<file path="src/rtl/rbip_pkg.sv">
// Shared types, constants and codes for the relay bank controller.
package rbip_pkg;

    localparam int CHANNELS   = 4;
    localparam int IDX_W      = $clog2(CHANNELS);
    localparam int COUNT_W    = 3;
    localparam int CHAN_ID_W  = 8;
    localparam int GROUP_W    = 8;
    localparam int PULSE_W    = 32;
    localparam int STAGGER_W  = 16;
    localparam int SAVE_W     = 10;
    localparam int CFG_IDX_W  = 4;
    localparam int CFG_DATA_W = 32;

    localparam logic [SAVE_W-1:0]  SAVE_DELAY = SAVE_W'(1000);
    localparam logic [COUNT_W-1:0] COUNT_MAX  = COUNT_W'(CHANNELS);

    typedef enum logic [2:0] {
        MODE_TICK        = 3'd0,
        MODE_SET         = 3'd1,
        MODE_TOGGLE      = 3'd2,
        MODE_SET_ALL     = 3'd3,
        MODE_BATCH_START = 3'd4,
        MODE_BATCH_END   = 3'd5
    } mode_e;

    typedef enum logic [CFG_IDX_W-1:0] {
        REG_CHANNEL_COUNT    = 4'd0,
        REG_ACTIVE_LOW       = 4'd1,
        REG_STAGGER_INTERVAL = 4'd2,
        REG_INTERLOCK_GROUPS = 4'd3,
        REG_PULSE_LEN_0      = 4'd4,
        REG_PULSE_LEN_1      = 4'd5,
        REG_PULSE_LEN_2      = 4'd6,
        REG_PULSE_LEN_3      = 4'd7
    } reg_idx_e;

    typedef struct packed {
        logic [2:0]           mode;
        logic [CHAN_ID_W-1:0] channel;
        logic                 value;
    } cmd_t;

    typedef struct packed {
        logic                accepted;
        logic [CHANNELS-1:0] pin_levels;
        logic [CHANNELS-1:0] logical_states;
        logic [CHANNELS-1:0] notify_mask;
        logic [CHANNELS-1:0] notify_values;
        logic                save_request;
        logic                stagger_busy;
    } rsp_t;

    typedef struct packed {
        logic [COUNT_W-1:0]                channel_count;
        logic                              active_low;
        logic [STAGGER_W-1:0]              stagger_interval;
        logic [CHANNELS*GROUP_W-1:0]       interlock_groups;
        logic [CHANNELS-1:0][PULSE_W-1:0]  pulse_len;
    } cfg_t;

endpackage

</file>
<file path="src/rtl/rbip_cfg.sv">
// Configuration register file, written through its own valid/ready channel.
module rbip_cfg
    import rbip_pkg::*;
(
    input  logic                  clk,
    input  logic                  rst_n,
    input  logic                  cfg_valid,
    output logic                  cfg_ready,
    input  logic [CFG_IDX_W-1:0]  cfg_index,
    input  logic [CFG_DATA_W-1:0] cfg_data,
    output cfg_t                  cfg
);

    cfg_t cfg_reg;
    cfg_t cfg_next;

    assign cfg_ready = 1'b1;
    assign cfg       = cfg_reg;

    always_comb
    begin
        cfg_next = cfg_reg;
        if (cfg_valid)
        begin
            case (cfg_index)
                REG_CHANNEL_COUNT:    cfg_next.channel_count    = cfg_data[COUNT_W-1:0];
                REG_ACTIVE_LOW:       cfg_next.active_low       = cfg_data[0];
                REG_STAGGER_INTERVAL: cfg_next.stagger_interval = cfg_data[STAGGER_W-1:0];
                REG_INTERLOCK_GROUPS: cfg_next.interlock_groups =
                                          cfg_data[CHANNELS*GROUP_W-1:0];
                REG_PULSE_LEN_0:      cfg_next.pulse_len[0]     = cfg_data[PULSE_W-1:0];
                REG_PULSE_LEN_1:      cfg_next.pulse_len[1]     = cfg_data[PULSE_W-1:0];
                REG_PULSE_LEN_2:      cfg_next.pulse_len[2]     = cfg_data[PULSE_W-1:0];
                REG_PULSE_LEN_3:      cfg_next.pulse_len[3]     = cfg_data[PULSE_W-1:0];
                default:              cfg_next = cfg_reg;
            endcase
        end
    end

    always_ff @(posedge clk or negedge rst_n)
    begin
        if (!rst_n)
        begin
            cfg_reg.channel_count    <= COUNT_MAX;
            cfg_reg.active_low       <= 1'b1;
            cfg_reg.stagger_interval <= STAGGER_W'(100);
            cfg_reg.interlock_groups <= '0;
            cfg_reg.pulse_len        <= '0;
        end
        else
        begin
            cfg_reg <= cfg_next;
        end
    end

endmodule

</file>
<file path="src/rtl/rbip_core.sv">
// Command register, channel state, single-pass update logic and result register.
module rbip_core
    import rbip_pkg::*;
(
    input  logic clk,
    input  logic rst_n,
    input  cfg_t cfg,
    input  logic cmd_valid,
    output logic cmd_ready,
    input  cmd_t cmd,
    output logic rsp_valid,
    input  logic rsp_ready,
    output rsp_t rsp
);

    cmd_t cmd_reg;
    logic cmd_vld_reg;
    rsp_t rsp_reg;
    rsp_t rsp_next;
    logic rsp_vld_reg;
    logic proceed;
    logic fire;

    logic [CHANNELS-1:0]              logical_reg, logical_next;
    logic [CHANNELS-1:0]              drive_reg, drive_next;
    logic [CHANNELS-1:0]              pin_reg, pin_next;
    logic [CHANNELS-1:0]              armed_reg, armed_next;
    logic [CHANNELS-1:0][PULSE_W-1:0] left_reg, left_next;
    logic                             batch_reg, batch_next;
    logic                             stag_on_reg, stag_on_next;
    logic                             stag_now_reg, stag_now_next;
    logic [STAGGER_W-1:0]             stag_wait_reg, stag_wait_next;
    logic                             save_pend_reg, save_pend_next;
    logic [SAVE_W-1:0]                save_wait_reg, save_wait_next;

    logic [COUNT_W-1:0]               used_n;
    logic [CHANNELS-1:0]              use_mask;
    logic [CHANNELS-1:0][GROUP_W-1:0] grp;
    logic [CHANNELS-1:0]              later_peer;
    logic [CHANNELS-1:0]              earlier_peer;
    logic                             id_ok;
    logic [IDX_W-1:0]                 idx;
    logic                             sel_logical;
    logic                             sel_drive;
    logic [GROUP_W-1:0]               sel_grp;
    logic [PULSE_W-1:0]               sel_plen;
    logic                             new_val;
    logic                             found;
    logic                             accepted;
    logic [CHANNELS-1:0]              note_mask;
    logic [CHANNELS-1:0]              note_vals;
    logic                             save_req;

    assign proceed   = !rsp_vld_reg || rsp_ready;
    assign cmd_ready = !cmd_vld_reg || proceed;
    assign fire      = cmd_vld_reg && proceed;
    assign rsp_valid = rsp_vld_reg;
    assign rsp       = rsp_reg;

    assign used_n = (cfg.channel_count == '0 || cfg.channel_count > COUNT_MAX)
                    ? COUNT_MAX : cfg.channel_count;
    assign id_ok  = (cmd_reg.channel != '0) && (cmd_reg.channel <= CHAN_ID_W'(used_n));
    assign idx    = IDX_W'(cmd_reg.channel - CHAN_ID_W'(1));

    always_comb
    begin
        sel_logical = 1'b0;
        sel_drive   = 1'b0;
        sel_grp     = '0;
        sel_plen    = '0;
        for (int i = 0; i < CHANNELS; i++)
        begin
            use_mask[i] = (COUNT_W'(i) < used_n);
            grp[i]      = cfg.interlock_groups[GROUP_W*i +: GROUP_W];
            if (IDX_W'(i) == idx)
            begin
                sel_logical = logical_reg[i];
                sel_drive   = drive_reg[i];
                sel_grp     = cfg.interlock_groups[GROUP_W*i +: GROUP_W];
                sel_plen    = cfg.pulse_len[i];
            end
        end
    end

    always_comb
    begin
        for (int i = 0; i < CHANNELS; i++)
        begin
            later_peer[i]   = 1'b0;
            earlier_peer[i] = 1'b0;
            for (int m = 0; m < CHANNELS; m++)
            begin
                if (use_mask[i] && use_mask[m] && grp[i] != '0 && grp[m] == grp[i])
                begin
                    if (m > i)
                        later_peer[i] = 1'b1;
                    if (m < i)
                        earlier_peer[i] = 1'b1;
                end
            end
        end
    end

    assign new_val = (cmd_reg.mode == MODE_SET) ? cmd_reg.value : !sel_logical;

    always_comb
    begin
        logical_next   = logical_reg;
        drive_next     = drive_reg;
        pin_next       = pin_reg;
        armed_next     = armed_reg;
        left_next      = left_reg;
        batch_next     = batch_reg;
        stag_on_next   = stag_on_reg;
        stag_now_next  = stag_now_reg;
        stag_wait_next = stag_wait_reg;
        save_pend_next = save_pend_reg;
        save_wait_next = save_wait_reg;
        accepted       = 1'b1;
        note_mask      = '0;
        note_vals      = '0;
        save_req       = 1'b0;
        found          = 1'b0;

        case (cmd_reg.mode)
            MODE_TICK:
            begin
                for (int i = 0; i < CHANNELS; i++)
                    if (armed_reg[i] && left_reg[i] != '0)
                        left_next[i] = left_reg[i] - PULSE_W'(1);
                if (stag_wait_reg != '0)
                    stag_wait_next = stag_wait_reg - STAGGER_W'(1);
                if (save_wait_reg != '0)
                    save_wait_next = save_wait_reg - SAVE_W'(1);

                if (stag_on_reg && (stag_now_reg || stag_wait_next == '0))
                begin
                    for (int i = 0; i < CHANNELS; i++)
                    begin
                        if (!found && use_mask[i] && drive_reg[i] != logical_reg[i])
                        begin
                            found         = 1'b1;
                            pin_next[i]   = logical_reg[i] ^ cfg.active_low;
                            drive_next[i] = logical_reg[i];
                        end
                    end
                    if (found)
                    begin
                        stag_now_next  = 1'b0;
                        stag_wait_next = cfg.stagger_interval;
                    end
                    else
                    begin
                        stag_on_next   = 1'b0;
                        save_req       = 1'b1;
                        save_pend_next = 1'b0;
                    end
                end

                if (!stag_on_next && save_pend_next && save_wait_next == '0)
                begin
                    save_req       = 1'b1;
                    save_pend_next = 1'b0;
                end

                for (int i = 0; i < CHANNELS; i++)
                begin
                    if (use_mask[i] && armed_reg[i] && left_next[i] == '0)
                    begin
                        armed_next[i] = 1'b0;
                        if (batch_reg || logical_next[i] || drive_next[i])
                        begin
                            if (!batch_reg && !stag_on_next)
                            begin
                                pin_next[i]   = cfg.active_low;
                                drive_next[i] = 1'b0;
                            end
                            logical_next[i] = 1'b0;
                            left_next[i]    = '0;
                            if (!batch_reg)
                            begin
                                save_pend_next = 1'b1;
                                save_wait_next = SAVE_DELAY;
                            end
                            note_mask[i] = 1'b1;
                            note_vals[i] = 1'b0;
                        end
                    end
                end
            end

            MODE_SET, MODE_TOGGLE:
            begin
                if (!id_ok)
                begin
                    accepted = 1'b0;
                end
                else if (batch_reg || sel_logical != new_val || sel_drive != new_val)
                begin
                    for (int i = 0; i < CHANNELS; i++)
                    begin
                        if (IDX_W'(i) == idx)
                        begin
                            if (!batch_reg && !stag_on_reg)
                            begin
                                pin_next[i]   = new_val ^ cfg.active_low;
                                drive_next[i] = new_val;
                            end
                            logical_next[i] = new_val;
                            armed_next[i]   = new_val && sel_plen != '0;
                            left_next[i]    = new_val ? sel_plen : '0;
                            note_mask[i]    = 1'b1;
                            note_vals[i]    = new_val;
                        end
                        else if (new_val && sel_grp != '0 && use_mask[i]
                                 && grp[i] == sel_grp && logical_reg[i])
                        begin
                            pin_next[i]     = cfg.active_low;
                            logical_next[i] = 1'b0;
                            armed_next[i]   = 1'b0;
                            left_next[i]    = '0;
                        end
                    end
                    if (!batch_reg)
                    begin
                        save_pend_next = 1'b1;
                        save_wait_next = SAVE_DELAY;
                    end
                end
            end

            MODE_SET_ALL:
            begin
                for (int i = 0; i < CHANNELS; i++)
                begin
                    if (use_mask[i])
                    begin
                        if (cmd_reg.value)
                        begin
                            logical_next[i] = !later_peer[i];
                            armed_next[i]   = !later_peer[i] && cfg.pulse_len[i] != '0;
                            left_next[i]    = later_peer[i] ? '0 : cfg.pulse_len[i];
                            if (later_peer[i] || (logical_reg[i] && earlier_peer[i]))
                                pin_next[i] = cfg.active_low;
                        end
                        else
                        begin
                            logical_next[i] = 1'b0;
                            armed_next[i]   = 1'b0;
                            left_next[i]    = '0;
                        end
                        note_mask[i] = 1'b1;
                        note_vals[i] = cmd_reg.value;
                    end
                end
                batch_next    = 1'b0;
                stag_on_next  = 1'b1;
                stag_now_next = 1'b1;
            end

            MODE_BATCH_START:
            begin
                batch_next = 1'b1;
            end

            MODE_BATCH_END:
            begin
                if (batch_reg)
                begin
                    batch_next    = 1'b0;
                    stag_on_next  = 1'b1;
                    stag_now_next = 1'b1;
                end
            end

            default:
            begin
                accepted = 1'b1;
            end
        endcase

        rsp_next.accepted       = accepted;
        rsp_next.pin_levels     = pin_next;
        rsp_next.logical_states = logical_next;
        rsp_next.notify_mask    = note_mask;
        rsp_next.notify_values  = note_vals;
        rsp_next.save_request   = save_req;
        rsp_next.stagger_busy   = stag_on_next;
    end

    always_ff @(posedge clk or negedge rst_n)
    begin
        if (!rst_n)
        begin
            cmd_vld_reg   <= 1'b0;
            rsp_vld_reg   <= 1'b0;
            logical_reg   <= '0;
            drive_reg     <= '0;
            pin_reg       <= '1;
            armed_reg     <= '0;
            left_reg      <= '0;
            batch_reg     <= 1'b0;
            stag_on_reg   <= 1'b0;
            stag_now_reg  <= 1'b0;
            stag_wait_reg <= '0;
            save_pend_reg <= 1'b0;
            save_wait_reg <= '0;
        end
        else
        begin
            if (cmd_valid && cmd_ready)
                cmd_vld_reg <= 1'b1;
            else if (fire)
                cmd_vld_reg <= 1'b0;

            if (fire)
                rsp_vld_reg <= 1'b1;
            else if (rsp_ready)
                rsp_vld_reg <= 1'b0;

            if (fire)
            begin
                logical_reg   <= logical_next;
                drive_reg     <= drive_next;
                pin_reg       <= pin_next;
                armed_reg     <= armed_next;
                left_reg      <= left_next;
                batch_reg     <= batch_next;
                stag_on_reg   <= stag_on_next;
                stag_now_reg  <= stag_now_next;
                stag_wait_reg <= stag_wait_next;
                save_pend_reg <= save_pend_next;
                save_wait_reg <= save_wait_next;
            end
        end
    end

    always_ff @(posedge clk)
    begin
        if (cmd_valid && cmd_ready)
            cmd_reg <= cmd;
        if (fire)
            rsp_reg <= rsp_next;
    end

endmodule

</file>
<file path="src/rtl/relay_bank_interlock_pulse_stagger.sv">
// Top level of the relay bank controller: configuration registers and command core.
//
// One command or millisecond tick is taken per clock cycle while the response
// channel takes results, with full throughput under continuous traffic. A
// transaction accepted on the command channel lands in a command register;
// once the result register is free, the single-pass update logic around the
// channel state registers produces its result into the result register, which
// offers it; the command register refills in the same cycle. The result register
// and command register together let a new transaction in while an earlier
// result waits on the response channel. Configuration is written through its
// own channel, which is always ready; write it only while no transaction is
// in flight.
module relay_bank_interlock_pulse_stagger
    import rbip_pkg::*;
(
    input  logic                  clk,
    input  logic                  rst_n,
    input  logic                  cfg_valid,
    output logic                  cfg_ready,
    input  logic [CFG_IDX_W-1:0]  cfg_index,
    input  logic [CFG_DATA_W-1:0] cfg_data,
    input  logic                  cmd_valid,
    output logic                  cmd_ready,
    input  cmd_t                  cmd,
    output logic                  rsp_valid,
    input  logic                  rsp_ready,
    output rsp_t                  rsp
);

    cfg_t cfg;

    rbip_cfg u_cfg (
        .clk       (clk),
        .rst_n     (rst_n),
        .cfg_valid (cfg_valid),
        .cfg_ready (cfg_ready),
        .cfg_index (cfg_index),
        .cfg_data  (cfg_data),
        .cfg       (cfg)
    );

    rbip_core u_core (
        .clk       (clk),
        .rst_n     (rst_n),
        .cfg       (cfg),
        .cmd_valid (cmd_valid),
        .cmd_ready (cmd_ready),
        .cmd       (cmd),
        .rsp_valid (rsp_valid),
        .rsp_ready (rsp_ready),
        .rsp       (rsp)
    );

endmodule

</file>
<file path="config.mk">
export PLATFORM = sky130hd
export DESIGN_NAME = relay_bank_interlock_pulse_stagger
export DESIGN_NICKNAME = d
export VERILOG_FILES = /design/src/rtl/rbip_pkg.sv /design/src/rtl/rbip_cfg.sv /design/src/rtl/rbip_core.sv /design/src/rtl/relay_bank_interlock_pulse_stagger.sv
export SDC_FILE = /design/constraint.sdc
export NUM_CORES = 1
export LEC_CHECK = 0
export BUFFER_PORTS_ARGS = -buffer_cell sky130_fd_sc_hd__buf_2
export CAP_MARGIN = 10
export CORE_ASPECT_RATIO = 1.4
export CORE_MARGIN = 3
export CORE_UTILIZATION = 30
export CTS_CLUSTER_DIAMETER = 50
export DETAILED_ROUTE_END_ITERATION = 10
export PLACE_DENSITY = 0.49
export RECOVER_POWER = 25
export SYNTH_ARGS = -nofsm -noshare
export SYNTH_HDL_FRONTEND = slang
export SYNTH_SLANG_ARGS = --single-unit
</file>
<file path="constraint.sdc">
create_clock -name clk -period 9.3 [get_ports clk]
set_clock_uncertainty 0.05 [all_clocks]
set_input_delay 0 -clock clk [delete_from_list [all_inputs] [get_ports clk]]
set_output_delay 0 -clock clk [all_outputs]
set_load 0.03 [all_outputs]
</file>
==> flow_summary.yaml, run 1 <==
outcome:
  outcome: "finished with violations"
  violations: "capacitance limit, slew limit"
cells_and_area:
  n_antenna_cell: 0
  finish.utilization: 0.347
  largest_register_ffs: 180
  multi_input_comb_area_sq_um: 14600
  fin_nets: 2883
  syn2layout_area_growth_pct: 13.9
  regArea_sq_um: 9850
  drive_gt1_frac: 0.163
  fill_cells: 8616
global_routing:
  grt_use_met3: 0.0360
  first_global_vias: 23700
  grt_pass1_wl_um: 158000
  grt_most_used_layer: "met2"
  grt_antenna_before_repair: 4
  grtUsageTotal: 0.236
  grt_use_met1: 0.285
  gr-total-overflow: 0
  met2_usage: 0.401
  grt_max_degree: 79
route:
  antenna_left: 0
  dr.pass1.iters: 6
  wirelength_um: 106000
  drt_iter0_markers: 2904
  wl_per_cell_um: 27.0
  remaining_drc_errors: 0
  via_count: 24300
  vias_per_cell: 6.19
clocking:
  cts_root_buf: "clkbuf_16"
  cts_buffers: 50
  clock_path_buffers: 3
  clkLatencyLatePin_ns: 0.63
  htreeDepth: 2
  ctsResizeCount: 0
  cts.sinks: 387
  cts_tree: "yes"
  clk_pin_slew_ns: 0.06
placement:
  globalplace.congestion: 0.966
  io_buffers: 73
  dp_hpwl_um: 76000
sta:
  tns_ns: 0
  hold_viol: 0
  period_share: 0.586
  fmax_mhz: 183
  max_slew_margin: -1.60
  hold_ws_ns: 0.0458
  worst_pin_slew_ns: 3.90
  slew_viol_final: 248
  finalSetupViolations: 0
  rsz0062_at_grt: "false"
  final.min_clock_period_ns: 5.45
setup_path:
  path_class: "register to register"
  path_max_fanout: 8
  cp_top_family: "simple AND/OR/NAND/NOR gates"
  crit_path_start_kind: "register"
  worstPathArrival_ns: 5.84
  r2r_slack_ns: 3.85
  worstPathCellList: "inv_1 -> ha_1 -> nor3b_1 -> nand4_1 -> o32ai_1 -> o21ai_0 -> nor3_1 -> o21ai_0 -> nand4_1 -> and4_1 -> or2_1 -> a41oi_2"
  r2r_cells: 12
  end_kind: "register"
  r2r-start: "u_core.stag_wait_reg[0]"
  cpPeakStageDelay_ns: 0.91
  critical-path-slowest-cell: "nor3_1"
  crit_required_ns: 9.69
  path_buf_inv: 1
  reg2reg_to: "u_core.save_wait_reg[8]"
power:
  ir_drop_mv: 0.189
  p_leak_uw: 0.0109
  p_per_area_nw_per_um2: 284
floorplan:
  dieArea_sq_um: 88400
  pin_count: 75
  start_util: 0.305
  die_w_um: 252
  core_area_sq_um: 83500
  num_rows: 125
  die_y_um: 351
yosys:
  synth-seq-area-share: 0.387
  avgSynthCellArea_sq_um: 9.06
  netlist_instances: 2807
  yosys.area.top_type: "dfrtp_1"
  synth-main-ff-cell: "dfrtp_1"
  async_reset_ff_frac: 0.920
  ys_ff_latch: 387
  ys_warn_count: 0
  yosys-top-cells-area: "dfrtp_1, mux2_2, o21ai_0"
  synth_cell_type_count: 101
  syn_nets: 2873
  synth_top_area_share: 0.341
  synth_edf_count: 31
  syn-cell-area_sq_um: 25400
worst_hold_path:
  hold_end: "u_core.cmd_reg[4]"
  hp-start: "cmd[4]"
  holdPathStages: 2
  worstHoldPathType: "input port to register"
run:
  drv_cap: 6
[worst max path at each step]
stage                                       start  depth (start not counted)                 endpoint  slack (ns)
after floorplan               u_core.left_reg[32]                         11           u_core.rsp[11]        5.45
after global placement        u_core.left_reg[51]                         10  u_core.save_wait_reg[1]        3.26
after detailed placement  u_core.stag_wait_reg[0]                         12  u_core.save_wait_reg[8]        3.99
after CTS                 u_core.stag_wait_reg[0]                         12  u_core.save_wait_reg[8]        3.91
after global routing                        rst_n                          4           u_cfg.cfg[142]        3.17
final                     u_core.stag_wait_reg[0]                         12  u_core.save_wait_reg[8]        3.85
[Yosys cell counts (26+ instances only)]
cell type / number
clkbuf_1: 168
xor2_1: 45
o22ai_1: 26
mux2i_1: 29
mux4_2: 32
nand4_1: 52
a31oi_1: 33
or4_1: 31
o21ai_0: 275
dfrtp_1: 347
edfxtp_1: 31
xnor2_1: 61
nand2_1: 188
inv_1: 62
a21oi_1: 160
or3_1: 33
nor2_1: 257
a32oi_1: 29
a22oi_1: 37
nor3_1: 105
nor4_1: 110
mux2_2: 186
nand3_1: 45
[cells by family after synthesis]
family,share of synthesized area
AO/OA/AOI/OAI,0.193
XOR/XNOR,0.0365
adder cells (fa/ha/maj),0.00718
buffers and inverters,0.0419
flip-flops,0.387
multiplexers,0.123
other,0.000147
AND/OR/NAND/NOR,0.211
[layout make-up]
type | instances | share of cell area
repair buffers | 164 | 0.0390
multi-input cells | 2149 | 0.503
flip-flops and latches | 387 | 0.340
clock buffers | 63 | 0.0488
well taps | 1079 | 0.0466
inverters | 65 | 0.00842
clock inverters | 29 | 0.0137
[stage by stage]
step / instance area (sq um) / std cells / worst slack, ns / power [uW]
2_1_floorplan: 25400 / 2807 / 5.45 / 4870
5_1_grt: 29000 / 3936 / 3.17 / 8640
3_3_place_gp: 26700 / 3788 / 3.26 / 5950
4_1_cts: 29100 / 3936 / 3.91 / 8180
3_5_place_dp: 26700 / 3790 / 3.99 / 6000
6_report: 29000 / 3936 / 3.85 / 8220
[worst reg2reg max path, delay by kind of cell (launching register included)]
family	cells	cell delay (ns)
AO/OA/AOI/OAI	4	1.19
adder cells (fa/ha/maj)	1	0.25
buffers and inverters	1	0.14
flip-flops	1	0.46
AND/OR/NAND/NOR	6	3.17
[placed cells by master (no fill, tap or decap), drive strengths merged, types with 37 or more instances in the layout]
master / Yosys / layout
a21oi: 160 / 160
a22oi: 37 / 37
buf: 38 / 82
clkbuf: 168 / 92
dfrtp: 347 / 347
dlygate4sd3: 0 / 53
inv: 64 / 72
mux2: 188 / 188
nand2: 188 / 188
nand3: 45 / 45
nand4: 53 / 53
nor2: 258 / 258
nor3: 109 / 109
nor4: 123 / 123
o21ai: 283 / 283
xnor2: 61 / 61
xor2: 45 / 45
[per-layer routing]
layer / part of all wire / up-vias / routed length, um
met1: 0.39 / 12200 / 41400
met5: 0 / - / 0
met2: 0.48 / 1138 / 51300
met4: 0.067 / 0 / 7120
li1: - / 10700 / -
met3: 0.062 / 288 / 6650
[what timing repair did]
action,4_1_cts,5_1_grt
hold endpoints to repair,279,0
hold buffers,54,0
setup buffers,0,0
[power by group]
| part | total, uW | leakage, uW | internal [uW] | switching, uW |
|---|---|---|---|---|
| clock network | 2130 | 0.000881 | 1270 | 868 |
| registers | 3000 | 0.00480 | 2130 | 867 |
| logic | 3080 | 0.00523 | 1190 | 1890 |
No activity file was read; power rests on OpenSTA's default activity.
==> run 2: changes to the inputs <==
Settings changed: ABC_AREA set to 1, PLACE_DENSITY 0.49 to 0.51.
Clock period 9.3 ns to 4.55 ns, I/O delays scaled along.
==> run 2 against run 1 <==
  * The flow still finishes with violations (capacitance limit, slew limit)
  * Flip-flop and latch count stayed put
  * Clock power is 99% higher
  * Register-to-register slack worse by 3.4 ns
  * Sequential share of layout area is 2.4 points lower
  * Final area is 7.6% higher
  * Combinational power grew to 3.0 times the previous value
  * Critical path depth is 4 higher
  * Sequential power is 100% higher
  * Fmax is 34% higher
  * Largest cell class unchanged
  * Highest routed layer is now met5
==> flow_summary.yaml, run 2 <==
outcome:
  outcome: "finished with violations"
  violations: "capacitance limit, slew limit"
yosys:
  synth-seq-area-share: 0.362
  yosys-top-cells-area: "dfrtp_1, nand2_1, o21ai_0"
  synth-main-ff-cell: "dfrtp_1"
  synth.most_common_cell: "nand2_1"
  avgSynthCellArea_sq_um: 6.60
  syn_nets: 4183
  synth_edf_count: 31
  yosys.area.top_type: "dfrtp_1"
  ys_ff_latch: 387
  ys_warn_count: 0
  synth_cell_type_count: 63
  synth_top_area_share: 0.320
  syn-cell-area_sq_um: 27200
  ys_top_cells_by_count: "nand2_1, nor2_1, o21ai_0"
  async_reset_ff_frac: 0.920
  netlist_instances: 4117
clocking:
  ctsResizeCount: 0
  cts_buffers: 52
  cts.sinks: 387
  cts_root_buf: "clkbuf_16"
  clk_pin_slew_ns: 0.07
  htreeDepth: 2
  clkLatencyLatePin_ns: 0.64
  cts_tree: "yes"
  clock_path_buffers: 3
power:
  finalPower_uw: 19600
  p_seq_frac: 0.311
  switchingPower_uw: 9670
  switching_share: 0.493
  ir_drop_mv: 0.292
  pwr-share-clk: 0.215
  p_per_area_nw_per_um2: 630
  comb_power_share: 0.474
  power.internal_uw: 9960
  p_leak_uw: 0.0139
sta:
  rsz0062_at_grt: "false"
  tns_ns: 0
  hold_viol: 0
  period_share: 0.896
  fmax_mhz: 245
  finalSetupViolations: 0
  hold_ws_ns: 0.0323
  worst_pin_slew_ns: 2.38
  slew_viol_final: 86
  final.min_clock_period_ns: 4.08
  max_slew_margin: -0.585
route:
  via_count: 28700
  vias_per_cell: 5.30
  antenna_left: 0
  wl_per_cell_um: 22.1
  dr.pass1.iters: 6
  remaining_drc_errors: 0
  drt_iter0_markers: 2892
  wirelength_um: 120000
placement:
  dp_hpwl_um: 89600
  post-place-cells: 5260
  globalplace.congestion: 0.999
  io_buffers: 73
cells_and_area:
  largest_register_ffs: 180
  stdcell_count: 5424
  final_common_cell: "nand2_1"
  fin_nets: 4257
  final_cell_mix: "nand2_1, nor2_1, o21ai_0"
  drive_gt1_frac: 0.0798
  finish.utilization: 0.347
  syn2layout_area_growth_pct: 14.7
setup_path:
  path_max_fanout: 31
  worstPathArrival_ns: 4.58
  worstPathCellList: "nand2_4 -> inv_2 -> nand2_1 -> o211ai_1 -> o21ai_2 -> nand2_1 -> nand2_1 -> nor3_1 -> nand2_1 -> nor2_1 -> nand2_1 -> nor2_1 -> o21a_2 -> buf_4 -> o21ai_0 -> o21ai_0"
  critPathMostFrequentCell: "nand2_1"
  crit_path_start_kind: "register"
  cpPeakStageDelay_ns: 0.82
  critical-path-slowest-cell: "edfxtp_1"
  end_kind: "register"
  crit_required_ns: 5.05
  path_class: "register to register"
floorplan:
  num_rows: 130
  core_area_sq_um: 89800
  die_w_um: 260
  dieArea_sq_um: 94300
  die_y_um: 362
  start_util: 0.303
  pin_count: 75
global_routing:
  grt_pass1_wl_um: 179000
  first_global_vias: 28300
  grt_max_degree: 113
  grt_antenna_before_repair: 4
  grtUsageTotal: 0.251
  gr-total-overflow: 0
worst_hold_path:
  worstHoldPathType: "input port to register"
run:
  drv_cap: 2
run 2: what timing repair did:
action / in CTS / in global routing
hold buffers: 65 / 0
hold endpoints to repair: 373 / 0
buffers inserted: 0 / 0
run 2: cell families after synthesis:
kind of cell,synth area share
other cells,0.000138
simple gates,0.336
flops,0.362
mux,0.000737
compound gates,0.168
fa+ha+maj,0.00599
buf+inv,0.0886
xor+xnor,0.0384
run 2: critical path, delay by kind of cell (launching register included):
| family | cells | cell delay, ns |
|---|---|---|
| compound gates | 5 | 1.02 |
| buf+inv | 2 | 0.92 |
| flops | 1 | 0.82 |
| simple gates | 9 | 1.14 |
run 2: power groups by stage:
stage,Sequential (uW),Clock (uW),Combinational (uW)
after global placement,6120,0,9110
after floorplan,5490,0,6730
after CTS,6060,4320,9210
final,6100,4230,9300
after detailed placement,6090,0,9120
after global routing,6230,4450,10400
run 2: final timing paths:
kind / from / end / slack, ns / cells past startpoint
setup / recovery: u_core.cmd_reg[1] / u_core.left_reg[66] / 0.47 / 16
hold / removal: cmd[3] / u_core.cmd_reg[3] / 0.03 / 2
setup reg to reg: u_core.cmd_reg[1] / u_core.left_reg[66] / 0.47 / 16
hold reg to reg: u_cfg.cfg[163] / u_cfg.cfg[163] / 0.43 / 2
max in group asynchronous: rst_n / u_core.left_reg[116] / 0.51 / 4
min in group asynchronous: rst_n / u_cfg.cfg[177] / 1.14 / 3
run 2: area by class of cell:
| class | count | area [sq um] |
|---|---|---|
| fillers | 9880 | 58600 |
| clock inverters | 28 | 290 |
| inverters | 399 | 1510 |
| flip-flops and latches | 387 | 9850 |
| multi-input cells | 3143 | 15000 |
| well taps | 1188 | 1490 |
| diodes | 1 | 2.50 |
| repair buffers | 208 | 1620 |
| clock buffers | 70 | 1440 |
run 2: metal layers:
layer  routed length (um)  track usage  vias up
met3                 6020       0.0321      359
met4                 9860        0.175        2
met1                45100        0.280    13600
met2                58900        0.441     1101
li1                     -            -    13700
met5                   16            0        -
run 2: metrics by stage:
stage / area [sq um] / setup WS (ns)
floorplan: 27200 / 1.50
global placement: 28800 / 0.540
detailed placement: 28800 / 0.554
CTS: 31200 / 0.561
global route: 31200 / 0.112
finish: 31200 / 0.471
